`src/sv/qvr_mul.sv`:
```
// Two-stage signed multiplier that splits operand b into low and high partial products.
`default_nettype none

module qvr_mul #(
  parameter int WA = 32,
  parameter int WB = 32
) (
  input  wire logic                    clk,
  input  wire logic signed [WA-1:0]    a,
  input  wire logic signed [WB-1:0]    b,
  output logic signed [WA+WB-1:0]      p
);

  localparam int L    = WB / 2;
  localparam int PW   = WA + WB;
  localparam int LOW  = WA + L + 1;
  localparam int HIW  = WA + WB - L;

  logic signed [L:0]      b_lo;
  logic signed [WB-L-1:0] b_hi;
  logic signed [LOW-1:0]  p_lo_r;
  logic signed [HIW-1:0]  p_hi_r;
  logic signed [PW-1:0]   p_nxt;
  logic signed [PW-1:0]   p_r;

  assign b_lo = $signed({1'b0, b[L-1:0]});
  assign b_hi = $signed(b[WB-1:L]);

  always_ff @(posedge clk) begin
    p_lo_r <= a * b_lo;
    p_hi_r <= a * b_hi;
  end

  assign p_nxt = $signed({p_hi_r, {L{1'b0}}}) + PW'(p_lo_r);

  always_ff @(posedge clk) begin
    p_r <= p_nxt;
  end

  assign p = p_r;

endmodule

`default_nettype wire

```
`config.mk`:
```
export PLATFORM = sky130hd
export DESIGN_NAME = qvr_mul
export DESIGN_NICKNAME = d
export VERILOG_FILES = /design/src/sv/qvr_mul.sv
export SDC_FILE = /design/constraint.sdc
export NUM_CORES = 2
export LEC_CHECK = 0
export CAP_MARGIN = 20
export CORE_MARGIN = 8
export CORE_UTILIZATION = 48
export CTS_CLUSTER_DIAMETER = 100
export DETAILED_ROUTE_END_ITERATION = 6
export DONT_BUFFER_PORTS = 1
export SYNTH_ARGS = -nofsm -noshare
export SYNTH_HDL_FRONTEND = slang
export SYNTH_SLANG_ARGS = --single-unit
```
`constraint.sdc`:
```
create_clock -name clk -period 10.3 [get_ports clk]
set_input_delay 2.575 -clock clk [delete_from_list [all_inputs] [get_ports clk]]
set_output_delay 2.575 -clock clk [all_outputs]
set_load 0.05 [all_outputs]
```
==> flow_summary.toml <==
[detailed_routing]
vias = 29000
wl_per_cell_microns = 18.3
dr.pass1.iters = 5
ant_nets = 0
drtIter0Drc = 1620
routed_wl_microns = 102000
avgViaCountPerCell = 5.18
route.detailed.drc = 0

[clock_network]
cts.sinks = 161
cts_hold_buf = 0
post_cts_buffers = 0
cts_tree = "built"
cts_max_level = 4
cts_resized = 0
cts-root-buf = "clkbuf_16"
cts_buffers = 17
path_clk_slew_ps = 70
insertion_delay_ps = 490
cts.path.max_buffers = 2

[timing]
clock_skew_ps = 16.2
final_hold_viol_count = 0
rsz0062_at_grt = "false"
maxSlewViolCount = 0
worstMarginPinSlew_ps = 839
fin_crit_sh_pct = 83.1
max_freq_mhz = 117
setup_viol = 0
relSlewSlack_pct = 44.0
fin_crit_ps = 8560
setup_tns_ps = 0

[global_route]
grt_use_total_pct = 22.8
grt_pass1_wl_microns = 172000
antenna_found_initial = 1
grt_overflow = 0
grt_max_degree = 33
grt_pass1_vias = 32300

[synth]
synthFlopType = "dfxtp_1"
synthMuxAreaShare_pct = 0.0241
synth_common_cells = "inv_1 (1133), fa_1 (976), nand2_1 (660)"
ys_top_cells_by_area = "fa_1 (47%), inv_1 (10%), ha_1 (8.4%)"
synth_compound_area_share_pct = 6.59
ys_types = 75
synthArstFlopShare_pct = 0
synth_top_family_by_area = "adder cells"
netlist_area_sq_um = 41500
syn_area_per_cell_sq_um = 9.00
syn_nets = 5931
synthXorXnorAreaFrac_pct = 2.87
ys.warnings.count = 0
synth-simple-area-share_pct = 15.1
seq_area_frac_synth_pct = 7.77
synthCells = 4612
synth-seq-cells = 161
yosys.cell_count.top_type = "inv_1"
synth_fa_ha_area_share_pct = 55.5
netlist.area_leader.share_pct = 47.1
yosysTopAreaCell = "fa_1"
synth_edf_count = 0

[critical_path]
setup.worst_path.class = "in2reg"
worst-endpoint-required_ps = 10670
crit_path_start_kind = "input port"
cp_max_fo = 32
cp-end-kind = "register"
critPathArrivalTime_ps = 8930

[place]
gp_congestion = 0.840
hpwl_microns = 81100
io_buffer_count = 0

[job]
max_cap_viol_count = 0

[die]
die_w_microns = 310
num_rows = 108
initial_core_util_pct = 48.1
die_area_sq_um = 96100
die_h_microns = 310
fp.coreArea_sq_um = 86200
io-pin-count = 129

[worst_hold_path]
hold_path_class = "reg2reg"

[finish]
layout-drive-gt1-share_pct = 1.53
finalNetCount = 5742
diodes = 0
area_delta_synth_final_pct = 3.03

[status]
outcome = "finished clean"
worst max-delay path, stage by stage:
cell and delay (ps):
and2_1 150, fa_1 530, inv_1 50, fa_1 460, fa_1 510, inv_1 60
fa_1 480, fa_1 490, inv_1 50, fa_1 480, inv_1 40, ha_1 360
nand4_1 200, nor2_1 150, a21oi_1 130, a211oi_1 560, o21ai_1 330, o311ai_0 630
nand2_1 230, o21ai_0 230, a21o_1 150, xnor2_1 60
layer usage:
metal	vias to the layer above	global-route usage, %	part of all wire [%]
met5	-	0	0
met4	0	8.00	3.7
met3	162	2.53	3.9
met2	561	42.6	53
met1	15100	27.0	39
li1	13100	-	-
layout make-up:
| class | count | area (sq um) |
|---|---|---|
| Clock buffer | 17 | 425 |
| Timing Repair Buffer | 1 | 7.51 |
| Sequential cell | 161 | 3220 |
| Fill cell | 8413 | 43400 |
| Clock inverter | 14 | 171 |
| Tap cell | 1155 | 1450 |
| Multi-Input combinational cell | 3108 | 33200 |
| Inverter | 1134 | 4260 |
path summary, 6_finish.rpt:
| kind | slack [ps] | depth (start not counted) | end | from |
|---|---|---|---|---|
| setup / recovery | 1740 | 22 | p_hi_r[47]$_DFF_P_ | a[8] |
| hold / removal | 330 | 0 | p[6]$_DFF_P_ | p_lo_r[6]$_DFF_P_ |
| setup reg to reg | 6610 | 13 | p[62]$_DFF_P_ | p_lo_r[16]$_DFF_P_ |
| hold reg to reg | 330 | 0 | p[6]$_DFF_P_ | p_lo_r[6]$_DFF_P_ |
sequential cells by signal, indices dropped and copies added, names as in the netlist:
| signal | flops |
|---|---|
| p | 64 |
| p_lo_r | 49 |
| p_hi_r | 48 |
logic make-up after synthesis:
group	after synthesis
buffers and inverters	1343
and+or+nand+nor	1313
adders and majority gates	1254
AOI/OAI and AO/OA	404
DFF	161
xor gates and xnor gates	136
muxes	1
layout by cell type, fill, tap and decap left out, drive strengths merged, types with 12 or more instances in the layout:
cell and instances:
a211oi 17, nand2 660, a31oi 12, dfxtp 161
inv 1141, nor2b 16, and2 411, a21o 82
and3 19, fa 976, nor3 31, a21oi 127
xnor2 94, nand2b 22, clkbuf 17, xor2 42
o21ai 60, o21bai 23, o21a 20, nand3 27
ha 278, nor2 94
through the flow:
stage / cell area, sq um / std cells / setup slack (ps) / hold WS, ps / util (%)
2_1_floorplan: 41500 / 4612 / 1970 / 310 / -
3_3_place_gp: 42200 / 5559 / 1400 / 311 / 48.9
3_5_place_dp: 42200 / 5559 / 1390 / 312 / 48.9
4_1_cts: 42800 / 5590 / 1910 / 330 / 49.6
5_1_grt: 42800 / 5590 / 1470 / 342 / 49.6
6_report: 42800 / 5590 / 1740 / 329 / 49.6
Power is left out: the tool's default activity adds up to more than one toggle a clock period on the data nets, which glitch-free logic cannot reach.
